`src/rtl/esp_pkg.sv`:
```
// ----------------------------------------------------------------------------
// esp_pkg
// Types and constants shared by the escape sequence parser modules.
// ----------------------------------------------------------------------------
`default_nettype none

package esp_pkg;

  typedef enum logic [2:0] {
    KIND_CHAR = 3'd0,
    KIND_C0   = 3'd1,
    KIND_C1   = 3'd2,
    KIND_ICF  = 3'd3,
    KIND_CSI  = 3'd4
  } kind_e;

  typedef enum logic [2:0] {
    CODE_NONE = 3'd0,
    CODE_BYTE = 3'd1,
    CODE_C1   = 3'd2,
    CODE_ESC  = 3'd3,
    CODE_PEND = 3'd4
  } code_sel_e;

  localparam logic [7:0] ESC_BYTE    = 8'h1b;
  localparam logic [7:0] CSI8_BYTE   = 8'h9b;
  localparam logic [7:0] LBR_BYTE    = 8'h5b;
  localparam logic [7:0] SEMI_BYTE   = 8'h3b;
  localparam logic [7:0] C0_HI       = 8'h1f;
  localparam logic [7:0] C1_LO       = 8'h80;
  localparam logic [7:0] C1_HI       = 8'h9f;
  localparam logic [7:0] C1_OFFSET   = 8'h40;
  localparam logic [7:0] FE_LO       = 8'h40;
  localparam logic [7:0] FE_HI       = 8'h5f;
  localparam logic [7:0] ICF_LO      = 8'h60;
  localparam logic [7:0] ICF_HI      = 8'h7f;
  localparam logic [7:0] PAR_LO      = 8'h30;
  localparam logic [7:0] DIGIT_HI    = 8'h39;
  localparam logic [7:0] PAR_HI      = 8'h3f;
  localparam logic [7:0] INT_LO      = 8'h20;
  localparam logic [7:0] INT_HI      = 8'h2f;
  localparam logic [7:0] FINAL_LO    = 8'h40;
  localparam logic [7:0] FINAL_HI    = 8'h7e;

  typedef struct packed {
    logic chunk;
    logic is_esc;
    logic is_csi8;
    logic is_c0;
    logic is_c1;
    logic is_lbr;
    logic is_fe;
    logic is_icf;
    logic is_par;
    logic is_int;
    logic is_fin;
    logic run_last;
  } esp_sts_t;

  typedef struct packed {
    logic      csi_clear;
    logic      par_byte;
    logic      inter;
    logic      fin;
    logic      pend_save;
    logic      idx_inc;
    logic      out_load;
    kind_e     out_kind;
    code_sel_e out_code;
    logic      out_last;
  } esp_cmd_t;

endpackage

`default_nettype wire

```
`src/rtl/esp_if.sv`:
```
// ----------------------------------------------------------------------------
// esp_if
// Input and result channels of the escape sequence parser.
// ----------------------------------------------------------------------------
`default_nettype none

interface esp_in_if;
  logic       valid;
  logic       ready;
  logic [7:0] data_byte;
  logic       chunk_end;

  modport source (output valid, output data_byte, output chunk_end, input ready);
  modport sink (input valid, input data_byte, input chunk_end, output ready);
endinterface

interface esp_out_if;
  logic        valid;
  logic        ready;
  logic [2:0]  kind;
  logic [7:0]  code_byte;
  logic [13:0] function_word;
  logic [3:0]  param_total;
  logic [2:0]  param_index;
  logic [15:0] param_value;
  logic        last;

  modport source (
    output valid, output kind, output code_byte, output function_word,
    output param_total, output param_index, output param_value, output last,
    input ready
  );
  modport sink (
    input valid, input kind, input code_byte, input function_word,
    input param_total, input param_index, input param_value, input last,
    output ready
  );
endinterface

`default_nettype wire

```
`src/rtl/esp_ram.sv`:
```
// ----------------------------------------------------------------------------
// esp_ram
// Generic single-write, single-read RAM with a registered read port.
// ----------------------------------------------------------------------------
`default_nettype none

module esp_ram #(
  parameter int WIDTH = 16,
  parameter int DEPTH = 8,
  localparam int AW = (DEPTH > 1) ? $clog2(DEPTH) : 1
) (
  input  wire logic             clk_i,
  input  wire logic             we_i,
  input  wire logic [AW-1:0]    waddr_i,
  input  wire logic [WIDTH-1:0] wdata_i,
  input  wire logic [AW-1:0]    raddr_i,
  output logic      [WIDTH-1:0] rdata_o
);

  logic [WIDTH-1:0] mem_q [DEPTH];

  always_ff @(posedge clk_i) begin
    if (we_i) begin
      mem_q[waddr_i] <= wdata_i;
    end
    rdata_o <= mem_q[raddr_i];
  end

endmodule

`default_nettype wire

```
`src/rtl/esp_datapath.sv`:
```
// ----------------------------------------------------------------------------
// esp_datapath
// Byte classification, CSI parameter and function registers, parameter
// store and the result register.
// ----------------------------------------------------------------------------
`default_nettype none

module esp_datapath import esp_pkg::*; #(
  parameter int MAX_PARAMS = 8
) (
  input  wire logic        clk_i,
  input  wire logic        rst_ni,
  input  wire logic [7:0]  data_byte_i,
  input  wire logic        chunk_end_i,
  input  wire esp_cmd_t    cmd_i,
  output esp_sts_t         sts_o,
  output logic [2:0]       kind_o,
  output logic [7:0]       code_byte_o,
  output logic [13:0]      function_word_o,
  output logic [3:0]       param_total_o,
  output logic [2:0]       param_index_o,
  output logic [15:0]      param_value_o,
  output logic             last_o
);

  localparam int CW = $clog2(MAX_PARAMS + 2);
  localparam int IW = (MAX_PARAMS > 1) ? $clog2(MAX_PARAMS) : 1;
  localparam logic [CW-1:0] CNT_MAX = CW'(MAX_PARAMS);

  logic [CW-1:0] cnt_q, cnt_d, cnt_eff;
  logic [13:0]   func_q, func_d;
  logic [15:0]   cur_q, cur_d, cur_eff;
  logic [IW-1:0] idx_q, idx_d;
  logic [7:0]    pend_q;
  logic          cnt_open;
  logic          ram_we;
  logic [IW-1:0] ram_waddr;
  logic [15:0]   ram_rdata;
  logic [15:0]   mul10;
  logic [7:0]    code_sel;

  assign sts_o.chunk    = chunk_end_i;
  assign sts_o.is_esc   = (data_byte_i == ESC_BYTE);
  assign sts_o.is_csi8  = (data_byte_i == CSI8_BYTE);
  assign sts_o.is_c0    = (data_byte_i <= C0_HI);
  assign sts_o.is_c1    = data_byte_i inside {[C1_LO:C1_HI]};
  assign sts_o.is_lbr   = (data_byte_i == LBR_BYTE);
  assign sts_o.is_fe    = data_byte_i inside {[FE_LO:FE_HI]};
  assign sts_o.is_icf   = data_byte_i inside {[ICF_LO:ICF_HI]};
  assign sts_o.is_par   = data_byte_i inside {[PAR_LO:PAR_HI]};
  assign sts_o.is_int   = data_byte_i inside {[INT_LO:INT_HI]};
  assign sts_o.is_fin   = data_byte_i inside {[FINAL_LO:FINAL_HI]};
  assign sts_o.run_last = (cnt_q == '0) || ((CW'(idx_q) + CW'(1)) == cnt_q);

  // A parameter byte with no parameter open opens parameter zero first.
  assign cnt_eff  = (cnt_q == '0) ? CW'(1) : cnt_q;
  assign cur_eff  = (cnt_q == '0) ? 16'd0 : cur_q;
  assign cnt_open = (cnt_eff <= CNT_MAX);
  assign mul10    = 16'({cur_eff, 3'b000} + {2'b00, cur_eff, 1'b0});

  assign ram_waddr = IW'(cnt_eff - CW'(1));
  assign ram_we    = cnt_open && (cmd_i.fin ? (cnt_q != '0)
                                            : (cmd_i.par_byte && data_byte_i == SEMI_BYTE));

  always_comb begin
    cnt_d  = cnt_q;
    func_d = func_q;
    cur_d  = cur_q;
    idx_d  = idx_q;
    if (cmd_i.csi_clear) begin
      cnt_d  = '0;
      func_d = '0;
      cur_d  = '0;
    end else if (cmd_i.par_byte) begin
      cnt_d = cnt_eff;
      cur_d = cur_eff;
      if (data_byte_i <= DIGIT_HI) begin
        if (cnt_open) begin
          cur_d = 16'(mul10 + 16'(data_byte_i[3:0]));
        end
      end else if (data_byte_i == SEMI_BYTE) begin
        cur_d = '0;
        if (cnt_open) begin
          cnt_d = cnt_eff + CW'(1);
        end
      end
    end else if (cmd_i.inter) begin
      func_d = {data_byte_i[5:0], 8'h00};
    end else if (cmd_i.fin) begin
      func_d = 14'(func_q + 14'(data_byte_i));
      if (cnt_q > CNT_MAX) begin
        cnt_d = CNT_MAX;
      end
      idx_d = '0;
    end
    if (cmd_i.idx_inc) begin
      idx_d = idx_q + IW'(1);
    end
  end

  always_ff @(posedge clk_i or negedge rst_ni) begin
    if (!rst_ni) begin
      cnt_q  <= '0;
      func_q <= '0;
      idx_q  <= '0;
    end else begin
      cnt_q  <= cnt_d;
      func_q <= func_d;
      idx_q  <= idx_d;
    end
  end

  always_ff @(posedge clk_i) begin
    cur_q <= cur_d;
    if (cmd_i.pend_save) begin
      pend_q <= data_byte_i;
    end
  end

  esp_ram #(
    .WIDTH (16),
    .DEPTH (MAX_PARAMS)
  ) u_store (
    .clk_i   (clk_i),
    .we_i    (ram_we),
    .waddr_i (ram_waddr),
    .wdata_i (cur_eff),
    .raddr_i (idx_q),
    .rdata_o (ram_rdata)
  );

  always_comb begin
    case (cmd_i.out_code)
      CODE_BYTE: code_sel = data_byte_i;
      CODE_C1:   code_sel = data_byte_i - C1_OFFSET;
      CODE_ESC:  code_sel = ESC_BYTE;
      CODE_PEND: code_sel = pend_q;
      default:   code_sel = 8'h00;
    endcase
  end

  always_ff @(posedge clk_i) begin
    if (cmd_i.out_load) begin
      kind_o      <= cmd_i.out_kind;
      code_byte_o <= code_sel;
      last_o      <= cmd_i.out_last;
      if (cmd_i.out_kind == KIND_CSI) begin
        function_word_o <= func_q;
        param_total_o   <= 4'(cnt_q);
        param_index_o   <= 3'(idx_q);
        param_value_o   <= (cnt_q == '0) ? 16'd0 : ram_rdata;
      end else begin
        function_word_o <= '0;
        param_total_o   <= '0;
        param_index_o   <= '0;
        param_value_o   <= '0;
      end
    end
  end

endmodule

`default_nettype wire

```
`src/rtl/esp_ctrl.sv`:
```
// ----------------------------------------------------------------------------
// esp_ctrl
// Parser mode and sequencing of accepted bytes, CSI parameter runs and the
// result handshake.
// ----------------------------------------------------------------------------
`default_nettype none

module esp_ctrl import esp_pkg::*; (
  input  wire logic     clk_i,
  input  wire logic     rst_ni,
  input  wire logic     in_valid_i,
  output logic          in_ready_o,
  output logic          out_valid_o,
  input  wire logic     out_ready_i,
  input  wire esp_sts_t sts_i,
  output esp_cmd_t      cmd_o
);

  localparam logic [1:0] ST_ACCEPT = 2'd0;
  localparam logic [1:0] ST_READ   = 2'd1;
  localparam logic [1:0] ST_LOAD   = 2'd2;
  localparam logic [1:0] ST_PEND   = 2'd3;

  localparam logic [1:0] MODE_IDLE = 2'd0;
  localparam logic [1:0] MODE_CHAR = 2'd1;
  localparam logic [1:0] MODE_ESC  = 2'd2;
  localparam logic [1:0] MODE_CSI  = 2'd3;

  logic [1:0] state_q, state_d;
  logic [1:0] mode_q, mode_d;
  logic       out_valid_q, out_valid_d;
  logic       out_free;
  logic       do_idle;

  assign out_free    = !out_valid_q || out_ready_i;
  assign out_valid_o = out_valid_q;

  always_comb begin
    state_d    = state_q;
    mode_d     = mode_q;
    cmd_o      = '0;
    do_idle    = 1'b0;
    in_ready_o = 1'b0;
    case (state_q)
      ST_ACCEPT: begin
        in_ready_o = out_free;
        if (in_valid_i && out_free) begin
          if (sts_i.chunk) begin
            if (mode_q == MODE_CHAR) begin
              mode_d = MODE_IDLE;
            end
          end else begin
            case (mode_q)
              MODE_CHAR: begin
                if (sts_i.is_c0) begin
                  do_idle = 1'b1;
                end else begin
                  cmd_o.out_load = 1'b1;
                  cmd_o.out_kind = KIND_CHAR;
                  cmd_o.out_code = CODE_BYTE;
                  cmd_o.out_last = 1'b1;
                end
              end
              MODE_ESC: begin
                if (sts_i.is_lbr) begin
                  cmd_o.csi_clear = 1'b1;
                  mode_d = MODE_CSI;
                end else if (sts_i.is_fe || sts_i.is_icf) begin
                  cmd_o.out_load = 1'b1;
                  cmd_o.out_kind = sts_i.is_fe ? KIND_C1 : KIND_ICF;
                  cmd_o.out_code = CODE_BYTE;
                  cmd_o.out_last = 1'b1;
                  mode_d = MODE_IDLE;
                end else begin
                  // The ESC turns into text: ESC first, this byte next.
                  cmd_o.out_load  = 1'b1;
                  cmd_o.out_kind  = KIND_CHAR;
                  cmd_o.out_code  = CODE_ESC;
                  cmd_o.pend_save = 1'b1;
                  mode_d  = MODE_CHAR;
                  state_d = ST_PEND;
                end
              end
              MODE_CSI: begin
                if (sts_i.is_par) begin
                  cmd_o.par_byte = 1'b1;
                end else if (sts_i.is_int) begin
                  cmd_o.inter = 1'b1;
                end else if (sts_i.is_fin) begin
                  cmd_o.fin = 1'b1;
                  mode_d  = MODE_IDLE;
                  state_d = ST_READ;
                end else begin
                  do_idle = 1'b1;
                end
              end
              default: begin
                do_idle = 1'b1;
              end
            endcase
          end
        end
      end
      ST_READ: begin
        state_d = ST_LOAD;
      end
      ST_LOAD: begin
        if (out_free) begin
          cmd_o.out_load = 1'b1;
          cmd_o.out_kind = KIND_CSI;
          cmd_o.out_code = CODE_NONE;
          cmd_o.out_last = sts_i.run_last;
          if (sts_i.run_last) begin
            state_d = ST_ACCEPT;
          end else begin
            cmd_o.idx_inc = 1'b1;
            state_d = ST_READ;
          end
        end
      end
      ST_PEND: begin
        if (out_free) begin
          cmd_o.out_load = 1'b1;
          cmd_o.out_kind = KIND_CHAR;
          cmd_o.out_code = CODE_PEND;
          cmd_o.out_last = 1'b1;
          state_d = ST_ACCEPT;
        end
      end
      default: begin
        state_d = ST_ACCEPT;
      end
    endcase

    if (do_idle) begin
      if (sts_i.is_esc) begin
        mode_d = MODE_ESC;
      end else if (sts_i.is_csi8) begin
        cmd_o.csi_clear = 1'b1;
        mode_d = MODE_CSI;
      end else begin
        cmd_o.out_load = 1'b1;
        cmd_o.out_last = 1'b1;
        if (sts_i.is_c0) begin
          cmd_o.out_kind = KIND_C0;
          cmd_o.out_code = CODE_BYTE;
          mode_d = MODE_IDLE;
        end else if (sts_i.is_c1) begin
          cmd_o.out_kind = KIND_C1;
          cmd_o.out_code = CODE_C1;
          mode_d = MODE_IDLE;
        end else begin
          cmd_o.out_kind = KIND_CHAR;
          cmd_o.out_code = CODE_BYTE;
          mode_d = MODE_CHAR;
        end
      end
    end

    out_valid_d = (out_valid_q && !out_ready_i) || cmd_o.out_load;
  end

  always_ff @(posedge clk_i or negedge rst_ni) begin
    if (!rst_ni) begin
      state_q     <= ST_ACCEPT;
      mode_q      <= MODE_IDLE;
      out_valid_q <= 1'b0;
    end else begin
      state_q     <= state_d;
      mode_q      <= mode_d;
      out_valid_q <= out_valid_d;
    end
  end

endmodule

`default_nettype wire

```
`src/rtl/ecma48_escape_sequence_parser.sv`:
```
// ----------------------------------------------------------------------------
// ecma48_escape_sequence_parser
// Sorts a terminal byte stream into characters, C0 and C1 controls,
// independent control functions and CSI sequences with their parameters.
// ----------------------------------------------------------------------------
// A byte is taken every cycle while the result register is empty or being
// read, so plain characters, controls and sequence bytes flow at one item per
// cycle. An ESC that turns into text saves the byte after it and sends it next.
// A CSI final byte starts a run that reads the parameter store through its
// registered port in a read and a load state per result, a CSI without
// parameters counting as one result. No byte is taken while either runs.
`default_nettype none

module ecma48_escape_sequence_parser import esp_pkg::*; #(
  parameter int MAX_PARAMS = 8
) (
  input  wire logic   clk_i,
  input  wire logic   rst_ni,
  esp_in_if.sink      in_i,
  esp_out_if.source   out_o
);

  esp_sts_t sts;
  esp_cmd_t cmd;

  esp_ctrl u_ctrl (
    .clk_i       (clk_i),
    .rst_ni      (rst_ni),
    .in_valid_i  (in_i.valid),
    .in_ready_o  (in_i.ready),
    .out_valid_o (out_o.valid),
    .out_ready_i (out_o.ready),
    .sts_i       (sts),
    .cmd_o       (cmd)
  );

  esp_datapath #(
    .MAX_PARAMS (MAX_PARAMS)
  ) u_datapath (
    .clk_i           (clk_i),
    .rst_ni          (rst_ni),
    .data_byte_i     (in_i.data_byte),
    .chunk_end_i     (in_i.chunk_end),
    .cmd_i           (cmd),
    .sts_o           (sts),
    .kind_o          (out_o.kind),
    .code_byte_o     (out_o.code_byte),
    .function_word_o (out_o.function_word),
    .param_total_o   (out_o.param_total),
    .param_index_o   (out_o.param_index),
    .param_value_o   (out_o.param_value),
    .last_o          (out_o.last)
  );

  a_accept_out_free: assert property (@(posedge clk_i) disable iff (!rst_ni)
    in_i.valid && in_i.ready |-> !out_o.valid || out_o.ready)
    else $error("Byte taken while the result register is blocked.");

  a_load_out_free: assert property (@(posedge clk_i) disable iff (!rst_ni)
    cmd.out_load |-> !out_o.valid || out_o.ready)
    else $error("Result register overwritten before it was taken.");

  a_run_blocks_input: assert property (@(posedge clk_i) disable iff (!rst_ni)
    out_o.valid && !out_o.last |-> !in_i.ready)
    else $error("Byte taken in the middle of a result run.");

  a_non_csi_clean: assert property (@(posedge clk_i) disable iff (!rst_ni)
    out_o.valid && out_o.kind != KIND_CSI |->
      out_o.function_word == '0 && out_o.param_total == '0)
    else $error("CSI fields set on a non-CSI result.");

endmodule

`default_nettype wire
```
`src/flat_wrapper.sv`:
```
// flat-port wrapper written by rule: the top's interface ports become plain ports
module ecma48_escape_sequence_parser_flat import esp_pkg::*;
#(
  parameter int MAX_PARAMS = 8
)
  (clk_i, rst_ni, in_i_valid, in_i_data_byte, in_i_chunk_end, in_i_ready, out_o_valid, out_o_kind, out_o_code_byte, out_o_function_word, out_o_param_total, out_o_param_index, out_o_param_value, out_o_last, out_o_ready);
  esp_in_if in_i_i ();
  esp_out_if out_o_i ();
  input  wire logic clk_i;
  input  wire logic rst_ni;
  input wire logic [$bits(in_i_i.valid)-1:0] in_i_valid;
  input wire logic [$bits(in_i_i.data_byte)-1:0] in_i_data_byte;
  input wire logic [$bits(in_i_i.chunk_end)-1:0] in_i_chunk_end;
  output wire logic [$bits(in_i_i.ready)-1:0] in_i_ready;
  output wire logic [$bits(out_o_i.valid)-1:0] out_o_valid;
  output wire logic [$bits(out_o_i.kind)-1:0] out_o_kind;
  output wire logic [$bits(out_o_i.code_byte)-1:0] out_o_code_byte;
  output wire logic [$bits(out_o_i.function_word)-1:0] out_o_function_word;
  output wire logic [$bits(out_o_i.param_total)-1:0] out_o_param_total;
  output wire logic [$bits(out_o_i.param_index)-1:0] out_o_param_index;
  output wire logic [$bits(out_o_i.param_value)-1:0] out_o_param_value;
  output wire logic [$bits(out_o_i.last)-1:0] out_o_last;
  input wire logic [$bits(out_o_i.ready)-1:0] out_o_ready;
  assign in_i_i.valid = in_i_valid;
  assign in_i_i.data_byte = in_i_data_byte;
  assign in_i_i.chunk_end = in_i_chunk_end;
  assign in_i_ready = in_i_i.ready;
  assign out_o_valid = out_o_i.valid;
  assign out_o_kind = out_o_i.kind;
  assign out_o_code_byte = out_o_i.code_byte;
  assign out_o_function_word = out_o_i.function_word;
  assign out_o_param_total = out_o_i.param_total;
  assign out_o_param_index = out_o_i.param_index;
  assign out_o_param_value = out_o_i.param_value;
  assign out_o_last = out_o_i.last;
  assign out_o_i.ready = out_o_ready;
  ecma48_escape_sequence_parser #(.MAX_PARAMS(MAX_PARAMS)) u_core (.clk_i(clk_i), .rst_ni(rst_ni), .in_i(in_i_i), .out_o(out_o_i));
endmodule
```
`config.mk`:
```
export PLATFORM = sky130hd
export DESIGN_NAME = ecma48_escape_sequence_parser_flat
export DESIGN_NICKNAME = d
export VERILOG_FILES = /design/src/rtl/esp_pkg.sv /design/src/rtl/esp_if.sv /design/src/rtl/esp_ram.sv /design/src/rtl/esp_datapath.sv /design/src/rtl/esp_ctrl.sv /design/src/rtl/ecma48_escape_sequence_parser.sv /design/src/flat_wrapper.sv
export SDC_FILE = /design/constraint.sdc
export NUM_CORES = 1
export LEC_CHECK = 0
export ABC_AREA = 1
export BUFFER_PORTS_ARGS = -buffer_cell sky130_fd_sc_hd__buf_2
export CAP_MARGIN = 20
export CELL_PAD_IN_SITES_DETAIL_PLACEMENT = 0
export CELL_PAD_IN_SITES_GLOBAL_PLACEMENT = 1
export CORE_MARGIN = 1
export CORE_UTILIZATION = 40
export CTS_BUF_LIST = sky130_fd_sc_hd__clkbuf_8
export DETAILED_ROUTE_END_ITERATION = 12
export PLACE_DENSITY = 0.67
export SYNTH_ARGS = -nofsm -noshare
export SYNTH_HDL_FRONTEND = slang
export SYNTH_SLANG_ARGS = --single-unit
```
`constraint.sdc`:
```
create_clock -name clk_i -period 6.25 [get_ports clk_i]
set_input_delay 0.625 -clock clk_i [delete_from_list [all_inputs] [get_ports clk_i]]
set_output_delay 0.625 -clock clk_i [all_outputs]
set_load 0.05 [all_outputs]
```
; ---- Yosys cells after proc, flatten, opt, wreduce, memory -nomap -nowiden
; Memories as Yosys holds them, arrays and structs flattened. A register that Yosys moved wholly into a read port is not among the register bits.
; Cells that the tools add are included.
[word_totals]
reg_bits = 99
mem_bits_rw = 128
input_bits = 13
out_inout_bits = 51
n_memories = 1
[op_classes]
addsub = 8
n_lt_le_gt_ge = 15
eq_ne = 35
n_mux = 97
n_bitwise = 1
n_reduce_logical = 32
[mem_list]
columns = name, words, width, rd, rd_clocked_by_memory_dff, write_ports, line_no
row1 = u_core.u_datapath.u_store.mem_q, 8, 16, 1, 1, 1, esp_ram.sv:20  ; logic [WIDTH-1:0] mem_q [DEPTH];
[ops]
columns = cell, count
row1 = two-way mux 16 bit, 4
row2 = two-way mux 8 bit, 8
row3 = two-way mux 14 bit, 4
row4 = two-way mux 2 bit, 21
row5 = two-way mux 4 bit, 9
row6 = case mux 8 bit (4 select lines), 1
row7 = two-way mux 1 bit, 31
row8 = two-way mux 5 bit, 6
row9 = <= comparator 8 x 6 -> 1 bit (second input constant), 3
row10 = <= comparator 8 x 7 -> 1 bit (second input constant), 3
row11 = case mux 8 bit (3 select lines), 1
row12 = two-way mux 3 bit, 6
row13 = adder 16 bit, 1
row14 = adder 16 x 4 -> 16 bit, 1
row15 = >= comparator 8 x 6 -> 1 bit (second input constant), 2
row16 = >= comparator 8 x 7 -> 1 bit (second input constant), 2
row17 = case mux 8 bit (2 select lines), 1
row18 = adder 14 x 8 -> 14 bit, 1
row19 = != test 2 bit (second input constant), 6
row20 = != test 3 bit (second input constant), 4
row21 = logical AND 1 bit, 10
row22 = AND reduction 10 bit, 1
row23 = two-way mux 9 bit, 1
row24 = nonzero test 3 bit, 3
row25 = 40 further kinds, 58

; ---- Depth between registers and ports, before layout
; Gate-level depths: netlist of the first run.
[logic_depth]
ltp_word = 15
mapped_depth = 18
depth_no_buf = 18

; ---- Hierarchy
; A second synthesis of the first run with hierarchy kept.
[hier_totals]
hier_cells = 1466
hier_area_um2 = 12709.7
[by_module_without_submodules]
columns = module, instances, cells_each, area_per_inst_um2, seq_area_each_um2
row1 = esp_datapath, 1, 756, 6010.8, 2557.5
row2 = esp_ram, 1, 587, 5989.5, 4164.0
row3 = esp_ctrl, 1, 123, 709.4, 125.1

; ---- Worst setup path before layout of the first run
; No wires, ideal clock.
[synth_timing]
path_kind = input to register
from = in in_i_data_byte[7]
to = reg u_core.u_datapath.code_byte_o[0] (enable)
setup_ps = 463
arrival_time_ps = 3302
slack_ps = 2485
path_stages = 12
n_path_buf = 0
cell_sequence = inv_1 -> ha_1 -> inv_1 -> nor2_1 -> nand2_1 -> nand2_2 -> a21oi_1 -> nand2_4 -> nand3_2 -> nand2_1 -> inv_1 -> o21ai_1
[synth_lines]
columns = item, line_no
row1 = start: declaration, flat_wrapper.sv:12  ; input wire logic [$bits(in_i_i.data_byte)-1:0] in_i_data_byte;
row2 = end signal: assignment, esp_datapath.sv:145  ; code_byte_o <= code_sel;
row3 = end: declaration, esp_datapath.sv:18  ; output logic [7:0] code_byte_o,

; ---- Final worst setup path of the first run
[layout_timing]
from = reg u_core.u_datapath.cnt_q[2]
to = reg u_core.u_datapath.cur_q[14]
[layout_via]
elab_chain_cells = 6
[layout_rtl]
columns = item, line_no
row1 = start: declaration, esp_datapath.sv:30  ; logic [CW-1:0] cnt_q, cnt_d, cnt_eff;
row2 = start signal: assignment, esp_datapath.sv:107  ; cnt_q <= cnt_d;
row3 = logical NOT 4 bit, esp_datapath.sv:57  ; assign cur_eff = (cnt_q == '0) ? 16'd0 : cur_q;
row4 = two-way mux 16 bit, esp_datapath.sv:57
row5 = via u_core.u_datapath.cur_eff[1], esp_datapath.sv:32  ; logic [15:0] cur_q, cur_d, cur_eff;
row6 = adder 16 bit, esp_datapath.sv:59  ; assign mul10 = 16'({cur_eff, 3'b000} + {2'b00, cur_eff, 1'b0});
row7 = adder 16 x 4 -> 16 bit, esp_datapath.sv:79  ; cur_d = 16'(mul10 + 16'(data_byte_i[3:0]));
row8 = two-way mux 16 bit, esp_datapath.sv:78  ; if (cnt_open) begin
row9 = two-way mux 16 bit, esp_datapath.sv:77  ; if (data_byte_i <= DIGIT_HI) begin
row10 = end signal: assignment, esp_datapath.sv:114  ; cur_q <= cur_d;
row11 = end: declaration, esp_datapath.sv:32
; The timed path passes the listed nets, and every way through them passes these cells.
; A chain may end at the register's enable or synchronous reset.

==> results_dict.tcl, run 1 <==
set metrics [dict create \
    synth_area_leaders "edfxtp_1, nor2_1, dfrtp_1" \
    finish.utilization 0.467 \
    fill_cells 2791 \
    coreArea_um2 29000 \
    layout-drive-gt1-share 0.156 \
    grt-ovfl-total 0 \
    place.gp.congestion 0.839 \
    clk_latency_ns 0.56 \
    critPathLaunch "u_core.u_datapath.cnt_q[2]" \
    clockRootBuffer "clkbuf_8" \
    reg2reg_depth 14 \
    viasPerCell 5.00 \
    clkPwrFrac 0.248 \
    cts_hold_buf 0 \
    worstPathRequired_ns 6.73 \
    crit_slowest_cell "nor2_1" \
    synth_area_um2 11900 \
    p_sw_frac 0.403 \
    seq_area_frac_synth 0.573 \
    cp_max_fo 18 \
    fin_setup_tns_ns 0 \
    dieArea_um2 30500 \
    clock_path_buffers 3 \
    syn2layout_area_growth_pct 13.5 \
    endpoint "u_core.u_datapath.cur_q[14]" \
    net-switching-power_uw 2280 \
    cts_tree "yes" \
    place_ws_ns 1.96 \
    tightest_slew_ns 1.08 \
    reg2reg_from "u_core.u_datapath.cnt_q[2]" \
    status "finished, final reports clean" \
    ys_warn_count 0 \
    initial_utilization 0.412 \
    postRouteAntennaNets 0 \
    post-route-period-util 0.687 \
    p_int_uw 3370 \
    path_clk_slew_ns 0.06 \
    ys_types 54 \
    place_hpwl_mm 19.4 \
    drc 0 \
    grt_max_degree 70 \
    diodes 0 \
    ir_worst_vdd_uv 324 \
    cts_resized 0 \
    maxSlewViolCount 0 \
    rows 62 \
    avgSynthCellArea_um2 9.72 \
    synthArstFlopShare 0.107 \
    grt_pass1_vias 8497 \
    synth-edff-count 185 \
    port-buffer-count 63 \
    die_y_um 175 \
    postCtsSetupRepairBufs 0 \
    fin_nets 1375 \
    p_per_area_nw_per_um2 417 \
    cts_made_buffers 42 \
    reg2reg_slack_ns 1.96 \
    syn-num-nets 1290 \
    avgRoutedWirePerCell_um 16.8 \
    wirelength_mm 29.1 \
    hp-class "primary input to async pin" \
    synth_flop_cell "edfxtp_1" \
    hold_violations 0 \
    path_class "flip-flop to flip-flop" \
    grt_antenna_before_repair 0 \
    p_leak_uw 0.00550 \
    grt_pass1_wl_mm 46.2 \
    via_count 8660 \
    drtIter0Drc 548 \
    cp.arrival_ns 4.77 \
    min_period_ns 4.29 \
    skew_ns 0.0181 \
    fmax_mhz 233 \
    firstDrtPassIters 5 \
    ios 64 \
    cts_htree_levels 2 \
    cp_slowest_stage_delay_ns 0.82 \
    slew_headroom 0.280 \
    path_cells "inv_1 -> nand3_1 -> clkinv_1 -> nor2_1 -> ha_1 -> ha_1 -> fa_1 -> a21oi_1 -> o21bai_1 -> nand3_1 -> nand3_1 -> o21ai_0 -> nand2_1 -> a21oi_1" \
    power_frac_seq 0.391 \
    synth_seq_cells 243 \
    cts.sinks 243 \
    cpMostUsedCell "nand3_1" \
    endpoint_kind "flip-flop" \
    rsz0062_at_grt "no" \
    fp.dieW_um 175 \
    setup_violations 0 \
    power_frac_comb 0.361 \
    start_kind "flip-flop" \
    timing.final.ws_setup_ns 1.96 \
    synth_cells 1228 \
    yosysTopAreaCellShare 0.465 \
    timing.rr.end "u_core.u_datapath.cur_q[14]" \
    track_usage 0.195 \
    synth_top_area_cell "edfxtp_1" \
    max_cap_violations 0 \
]
[flip-flops by register name, summed over array words and instances, names as in the netlist, 4 cells and up]
register and cells:
u_core.u_datapath.cnt_q 4, u_core.u_datapath.code_byte_o 8, u_core.u_datapath.cur_q 16, u_core.u_datapath.func_q 14, u_core.u_datapath.function_word_o 14, u_core.u_datapath.param_total_o 4
u_core.u_datapath.param_value_o 16, u_core.u_datapath.pend_q 8, u_core.u_datapath.u_store.mem_q 128, u_core.u_datapath.u_store.rdata_o 16
[through the flow]
step                instance area (um^2)  cells  power [uW]  hold WS (ns)
detailed placement                 12700   1653        4300         0.457
finish                             13600   1731        5650         0.114
global route                       13600   1731        6010         0.148
floorplan                          11900   1228        3770         0.329
global placement                   12700   1652        4280         0.452
CTS                                13600   1731        5710         0.127
[placed cells by master (no fill, tap or decap), types with 4 or more instances in the layout]
master,instances
a21oi_1,55
a31oi_1,20
buf_2,63
buf_4,16
clkbuf_8,51
clkinv_2,5
dfrtp_1,25
dfxtp_1,32
edfxtp_1,185
ha_1,46
inv_1,135
inv_2,9
nand2_1,171
nand2_2,11
nand3_1,53
nand3_2,7
nand4_1,9
nor2_1,231
nor2_2,9
nor2_4,4
nor3_1,4
o211ai_1,5
o21ai_0,101
o21ai_1,9
o21ai_2,9
o22ai_1,16
or2_2,5
xnor2_1,4
xor2_1,15
[cell usage after synthesis (3+ instances only)]
library cell / n
nor2_1: 231
edfxtp_1: 185
nand2_1: 171
inv_1: 116
o21ai_0: 101
a21oi_1: 55
nand3_1: 53
ha_1: 46
dfxtp_1: 32
clkbuf_1: 30
dfrtp_1: 26
a31oi_1: 20
o22ai_1: 16
xor2_1: 15
nand2_2: 11
o21ai_1: 10
inv_2: 9
nand4_1: 9
nor2_2: 9
o21ai_2: 9
nand3_2: 7
o211ai_1: 5
or2_2: 5
nor2_4: 4
nor3_1: 4
xnor2_1: 4
a32o_1: 3
buf_1: 3
buf_2: 3
fa_1: 3
o21bai_1: 3
o22ai_2: 3
o31ai_1: 3
[cell families (layout without fill, tap and decap cells)]
group / after synthesis / in the layout / synth area share
AND/OR/NAND/NOR: 517 / 517 / 0.192
flip-flops: 243 / 243 / 0.573
AO/OA/AOI/OAI: 233 / 233 / 0.112
buffers and inverters: 167 / 286 / 0.0558
adder cells (fa/ha/maj): 49 / 49 / 0.0532
XOR/XNOR: 19 / 19 / 0.0139
[layer usage]
layer | GRT usage | part of all wire
met1 | 0.276 | 0.48
met3 | 0.0331 | 0.050
met5 | 0 | 0
met4 | 0.0540 | 0.016
met2 | 0.308 | 0.45
[worst max-delay path: cells and delay by family, from the launching register on]
family / cells / cell delay, ns
compound gates: 4 / 0.73
simple gates: 5 / 1.31
buf+inv: 2 / 0.67
flops: 1 / 0.44
fa+ha+maj: 3 / 1.05
[worst min-delay path by stage]
| stage | to | slack (ns) | cells past startpoint |
|---|---|---|---|
| 3_5_place_dp | u_core.u_datapath.cur_q[5] | 0.46 | 2 |
| 6_report | u_core.u_ctrl.mode_q[0] | 0.11 | 1 |
| 5_1_grt | u_core.u_ctrl.mode_q[0] | 0.15 | 1 |
| 3_3_place_gp | u_core.u_datapath.cur_q[5] | 0.45 | 2 |
| 2_1_floorplan | u_core.u_ctrl.mode_q[0] | 0.33 | 0 |
| 4_1_cts | u_core.u_ctrl.mode_q[0] | 0.13 | 1 |
[power groups by stage]
stage | clock (uW) | sequential, uW | combinational, uW
6_report | 1400 | 2210 | 2040
5_1_grt | 1500 | 2240 | 2260
4_1_cts | 1440 | 2210 | 2060
3_5_place_dp | 0 | 2250 | 2050
3_3_place_gp | 0 | 2240 | 2040
2_1_floorplan | 0 | 2650 | 1120
[final cells by class]
class | instances | area [um^2] | area share
clock buffer | 51 | 702 | 0.0518
clock inverter | 27 | 131 | 0.00970
inverter | 128 | 488 | 0.0360
multi-input combinational | 818 | 4440 | 0.328
sequential | 243 | 6850 | 0.505
tap | 384 | 480 | 0.0355
timing repair buffer | 80 | 463 | 0.0342
No activity file was read; power rests on OpenSTA's default activity.
==> run 2: changes to the inputs <==
--- a/config.mk
+++ b/config.mk
@@ -14,7 +14,7 @@
 export CORE_UTILIZATION = 40
 export CTS_BUF_LIST = sky130_fd_sc_hd__clkbuf_8
 export DETAILED_ROUTE_END_ITERATION = 12
-export PLACE_DENSITY = 0.67
+export PLACE_DENSITY = 0.7
 export SYNTH_ARGS = -nofsm -noshare
 export SYNTH_HDL_FRONTEND = slang
 export SYNTH_SLANG_ARGS = --single-unit
==> constraint.sdc (replaced) <==
create_clock -name clk_i -period 3.5 [get_ports clk_i]
set_input_delay 0.35 -clock clk_i [delete_from_list [all_inputs] [get_ports clk_i]]
set_output_delay 0.35 -clock clk_i [all_outputs]
set_load 0.05 [all_outputs]
==> results_dict.tcl, run 2 (synthesized netlist as in run 1, its figures left out) <==
set metrics [dict create \
    status "finished, final reports clean" \
    timing.rr.end "u_core.u_datapath.cur_q[12]" \
    final_cell_count_no_fill 1755 \
    fmax_mhz 309 \
    post-route-period-util 0.926 \
    hold_violations 0 \
    p_sw_frac 0.399 \
    path_cells "nor2_1 -> nand3_1 -> clkinv_1 -> nor2_1 -> fa_1 -> fa_1 -> a21oi_1 -> o21bai_2 -> nand2_1 -> nand2_1 -> nand3_1 -> nand2_1 -> a21oi_1 -> o21ai_0 -> nand2_1 -> a21oi_1" \
    dpl_cell_area_um2 12900 \
    max_cap_violations 0 \
    setup_violations 0 \
    grt_max_degree 38 \
    wl_met1_mm 14.0 \
    min_from "out_o_ready" \
    grt-ovfl-total 0 \
    holdPathEnd "u_core.u_ctrl.state_q[1]" \
    path_clk_slew_ns 0.06 \
    cp_slowest_stage_delay_ns 0.50 \
    clk_latency_ns 0.55 \
    viasPerCell 4.97 \
    clock_path_buffers 3 \
    power_frac_seq 0.395 \
    place_inst 1676 \
    coreArea_um2 29000 \
    finish.utilization 0.472 \
    maxSlewViolCount 0 \
    drtIter0Drc 615 \
    postCtsSetupRepairBufs 0 \
    dieArea_um2 30500 \
    largest_reg_flops 128 \
    grt_pass1_wl_mm 45.7 \
    ir_worst_vdd_uv 375 \
    path_class "flip-flop to flip-flop" \
    endpoint_kind "flip-flop" \
    place.gp.congestion 0.876 \
    ios 64 \
    postRouteAntennaNets 0 \
    reg2reg_depth 16 \
    p_int_uw 6070 \
    p_per_area_nw_per_um2 738 \
    top_register "u_core.u_datapath.u_store.mem_q" \
    min_period_ns 3.24 \
    power_frac_comb 0.363 \
    reg2reg_from "u_core.u_datapath.cnt_q[1]" \
    holdPathStages 4 \
    clkPwrFrac 0.242 \
    drc 0 \
    wirelength_mm 28.3 \
    crit_slowest_cell "fa_1" \
    p_leak_uw 0.00561 \
    rows 62 \
    fp.dieW_um 175 \
    net-switching-power_uw 4030 \
    fin_setup_tns_ns 0 \
    initial_utilization 0.412 \
    slew_headroom 0.509 \
    cts_htree_levels 2 \
    start_kind "flip-flop" \
    layout-drive-gt1-share 0.168 \
    cts.sinks 243 \
    hp-class "primary input to flip-flop" \
    wl_met2_mm 12.5 \
    layout_commonest_cell "nor2_1" \
    tightest_slew_ns 0.734 \
    reg2reg_slack_ns 0.26 \
    cp_max_fo 8 \
    top_layer_used "met4" \
    grt_antenna_before_repair 0 \
    cp.arrival_ns 3.66 \
    fin_nets 1399 \
    route.met3.wl_mm 1.19 \
    firstDrtPassIters 7 \
    cts_tree "yes" \
    track_usage 0.190 \
    grt_pass1_vias 8567 \
    via_count 8719 \
    layout_common_cells "nor2_1, edfxtp_1, nand2_1, inv_1, o21ai_0" \
    diodes 0 \
    place_hpwl_mm 19.0 \
    syn2layout_area_growth_pct 14.8 \
    clockRootBuffer "clkbuf_8" \
    cpMostUsedCell "nand2_1" \
    worstPathRequired_ns 3.92 \
    rsz0062_at_grt "no" \
    cts_made_buffers 42 \
    skew_ns 0.0276 \
    port-buffer-count 63 \
    avgRoutedWirePerCell_um 16.1 \
    die_y_um 175 \
    fin_area_um2 13700 \
]
-- run 2: layer usage --
layer  up-vias  global-route usage
met5         -                   0
met3        50              0.0307
met1      4098               0.273
met2       158               0.294
li1       4413                   -
met4         0              0.0569
-- run 2: how the worst max path moves through the flow --
| stage | startpoint | end | slack, ns |
|---|---|---|---|
| after global placement | u_core.u_datapath.cnt_q[1] | u_core.u_datapath.cur_q[12] | 0.39 |
| after floorplan | in_i_data_byte[7] | u_core.u_datapath.code_byte_o[0] | 0.01 |
| final | u_core.u_datapath.cnt_q[1] | u_core.u_datapath.cur_q[12] | 0.26 |
| after global routing | u_core.u_datapath.cnt_q[1] | u_core.u_datapath.cur_q[12] | 0.002 |
| after CTS | u_core.u_datapath.cnt_q[1] | u_core.u_datapath.cur_q[12] | 0.26 |
| after detailed placement | u_core.u_datapath.cnt_q[1] | u_core.u_datapath.cur_q[12] | 0.30 |
-- run 2: area by class of cell --
| class | instances | area (um^2) |
|---|---|---|
| Tap cell | 384 | 480 |
| Inverter | 128 | 488 |
| Clock inverter | 31 | 158 |
| Fill cell | 2751 | 15300 |
| Timing Repair Buffer | 104 | 638 |
| Multi-Input combinational cell | 818 | 4440 |
| Sequential cell | 243 | 6850 |
| Clock buffer | 47 | 647 |
-- run 2: repair_timing --
action	4_1_cts	5_1_grt
setup endpoints to repair	0	1
hold endpoints to repair	26	0
hold buffers	1	0
gates resized for setup	0	2
-- run 2: critical path: cells and delay by family (launching register included) --
| kind | cells | cell delay, ns |
|---|---|---|
| DFF | 1 | 0.46 |
| AOI/OAI and AO/OA | 5 | 0.57 |
| adders and majority gates | 2 | 0.98 |
| and+or+nand+nor | 8 | 0.83 |
| buffers and inverters | 1 | 0.26 |
-- run 2: metrics by stage --
step	setup slack [ns]	power (uW)	hold slack, ns
finish	0.259	10100	0.121
global route	0.00162	10800	0.113
CTS	0.262	10200	0.0866
detailed placement	0.297	7720	0.436
global placement	0.390	7710	0.437
floorplan	0.0102	6730	0.0544
-- run 2: power groups by stage --
| stage | registers [uW] | clock network, uW | logic, uW |
|---|---|---|---|
| after floorplan | 4740 | 0 | 2000 |
| after global placement | 4050 | 0 | 3670 |
| after detailed placement | 4050 | 0 | 3670 |
| after CTS | 4000 | 2530 | 3690 |
| after global routing | 4050 | 2640 | 4070 |
| final | 3990 | 2450 | 3670 |
==> run 3: changes to the inputs <==
--- a/config.mk
+++ b/config.mk
@@ -6,15 +6,16 @@
 export NUM_CORES = 1
 export LEC_CHECK = 0
 export ABC_AREA = 1
-export BUFFER_PORTS_ARGS = -buffer_cell sky130_fd_sc_hd__buf_2
 export CAP_MARGIN = 20
 export CELL_PAD_IN_SITES_DETAIL_PLACEMENT = 0
 export CELL_PAD_IN_SITES_GLOBAL_PLACEMENT = 1
 export CORE_MARGIN = 1
 export CORE_UTILIZATION = 40
 export CTS_BUF_LIST = sky130_fd_sc_hd__clkbuf_8
+export CTS_CLUSTER_SIZE = 14
 export DETAILED_ROUTE_END_ITERATION = 12
-export PLACE_DENSITY = 0.7
+export DONT_BUFFER_PORTS = 1
+export PLACE_DENSITY = 0.67
 export SYNTH_ARGS = -nofsm -noshare
 export SYNTH_HDL_FRONTEND = slang
 export SYNTH_SLANG_ARGS = --single-unit
==> results_dict.tcl, run 3 (synthesized netlist as in run 1, its figures left out) <==
set metrics [dict create \
    status "finished, final reports clean" \
    layout_commonest_cell "nor2_1" \
    worstPathRequired_ns 3.96 \
    setup_violations 0 \
    viasPerCell 5.04 \
    diodes 0 \
    timing.final.ws_setup_ns 0.247 \
    ir_worst_vdd_uv 441 \
    reg2reg_from "u_core.u_datapath.cnt_q[2]" \
    post-route-period-util 0.930 \
    firstDrtPassIters 5 \
    endpoint_kind "flip-flop" \
    dpl_cell_area_um2 12500 \
    cp.arrival_ns 3.72 \
    fin_nets 1342 \
    final_cell_count_no_fill 1697 \
    reg2reg_slack_ns 0.25 \
    place_ws_ns 0.324 \
    track_usage 0.193 \
    path_clk_slew_ns 0.06 \
    drtIter0Drc 591 \
    fp.dieW_um 175 \
    layout-drive-gt1-share 0.127 \
    grt_pass1_wl_mm 45.8 \
    critPathBufInv 3 \
    grt-ovfl-total 0 \
    fin_setup_tns_ns 0 \
    hp-class "primary input to flip-flop" \
    die_y_um 175 \
    syn2layout_area_growth_pct 12.7 \
    place_hpwl_mm 18.8 \
    postRouteAntennaNets 0 \
    path_cells "inv_1 -> nand3_1 -> clkinv_1 -> buf_4 -> nor2_1 -> ha_1 -> ha_1 -> a21oi_1 -> o21ai_0 -> nand2_1 -> nand3_1 -> a21oi_1 -> nand2_1 -> nand3_1 -> nand2_1 -> a21oi_1" \
    ios 64 \
    postCtsSetupRepairBufs 0 \
    place.gp.congestion 0.849 \
    hold_violations 0 \
    port-buffer-count 0 \
    largest_reg_flops 128 \
    clk_latency_ns 0.56 \
    skew_ns 0.0373 \
    path_class "flip-flop to flip-flop" \
    crit_slowest_cell "dfrtp_1" \
    start_kind "flip-flop" \
    p_per_area_nw_per_um2 736 \
    dieArea_um2 30500 \
    p_leak_uw 0.00536 \
    cts.sinks 243 \
    cts_made_buffers 42 \
    cts_tree "yes" \
    tightest_slew_ns 0.907 \
    grt_antenna_before_repair 0 \
    layout_common_cells "nor2_1, edfxtp_1, nand2_1, inv_1, o21ai_0" \
    initial_utilization 0.412 \
    min_from "in_i_data_byte[0]" \
    rsz0062_at_grt "no" \
    finish.utilization 0.464 \
    critPathLaunch "u_core.u_datapath.cnt_q[2]" \
    rows 62 \
    fin_area_um2 13500 \
    drc 0 \
    clockRootBuffer "clkbuf_8" \
    clock_path_buffers 3 \
    top_register "u_core.u_datapath.u_store.mem_q" \
    maxSlewViolCount 0 \
    coreArea_um2 29000 \
    grt_max_degree 66 \
    place_inst 1609 \
    via_count 8559 \
    slew_headroom 0.393 \
    cp_slowest_stage_delay_ns 0.43 \
    fmax_mhz 307 \
    wirelength_mm 28.8 \
    min_period_ns 3.25 \
    critPathTopFamily "simple AND/OR/NAND/NOR gates" \
    avgRoutedWirePerCell_um 17.0 \
    cp_max_fo 13 \
    cts_htree_levels 2 \
    grt_pass1_vias 8333 \
    max_cap_violations 0 \
]
[run 3: path summary, 6_finish.rpt]
| check | endpoint | cells after the start |
|---|---|---|
| max in group asynchronous | u_core.u_datapath.idx_q[0] | 2 |
| min in group asynchronous | u_core.u_datapath.cnt_q[1] | 2 |
| min | u_core.u_datapath.func_q[0] | 3 |
| max reg2reg | u_core.u_datapath.cur_q[15] | 16 |
| max | u_core.u_datapath.cur_q[15] | 16 |
| min reg2reg | u_core.u_datapath.cur_q[5] | 2 |
[run 3: tightest hold or removal path, stage by stage]
cell and delay, ns:
ha_1 0.10, nand3_1 0.08, o21ai_2 0.06
[run 3: layout make-up]
| type | instances | area [um^2] |
|---|---|---|
| clock buffers | 46 | 633 |
| clock inverters | 31 | 160 |
| fillers | 2720 | 15600 |
| inverters | 128 | 488 |
| multi-input cells | 818 | 4450 |
| flip-flops and latches | 243 | 6850 |
| well taps | 384 | 480 |
| repair buffers | 47 | 403 |
[run 3: where the power goes]
part           leakage, uW  internal (uW)  switching, uW
Sequential         0.00222           3750           1000
Combinational      0.00266            881           1850
Clock             0.000483           1290           1130
[run 3: stage by stage]
stage	hold WS [ns]	power [uW]
4_1_cts	0.0437	10000
2_1_floorplan	0.0544	6730
3_5_place_dp	0.0560	7530
5_1_grt	0.0824	10500
3_3_place_gp	0.0559	7500
6_report	0.0688	9910
[run 3: routing by layer]
layer  track usage  share of wire
met4        0.0569          0.018
met5             0              0
met3        0.0326          0.045
met1         0.273           0.49
met2         0.301           0.45
[run 3: repair_timing]
item                                    4_1_cts  5_1_grt
hold buffers                                 11        0
hold endpoints to repair                     45        0
gates resized for setup                       0        4
endpoints found under the setup margin        0        4
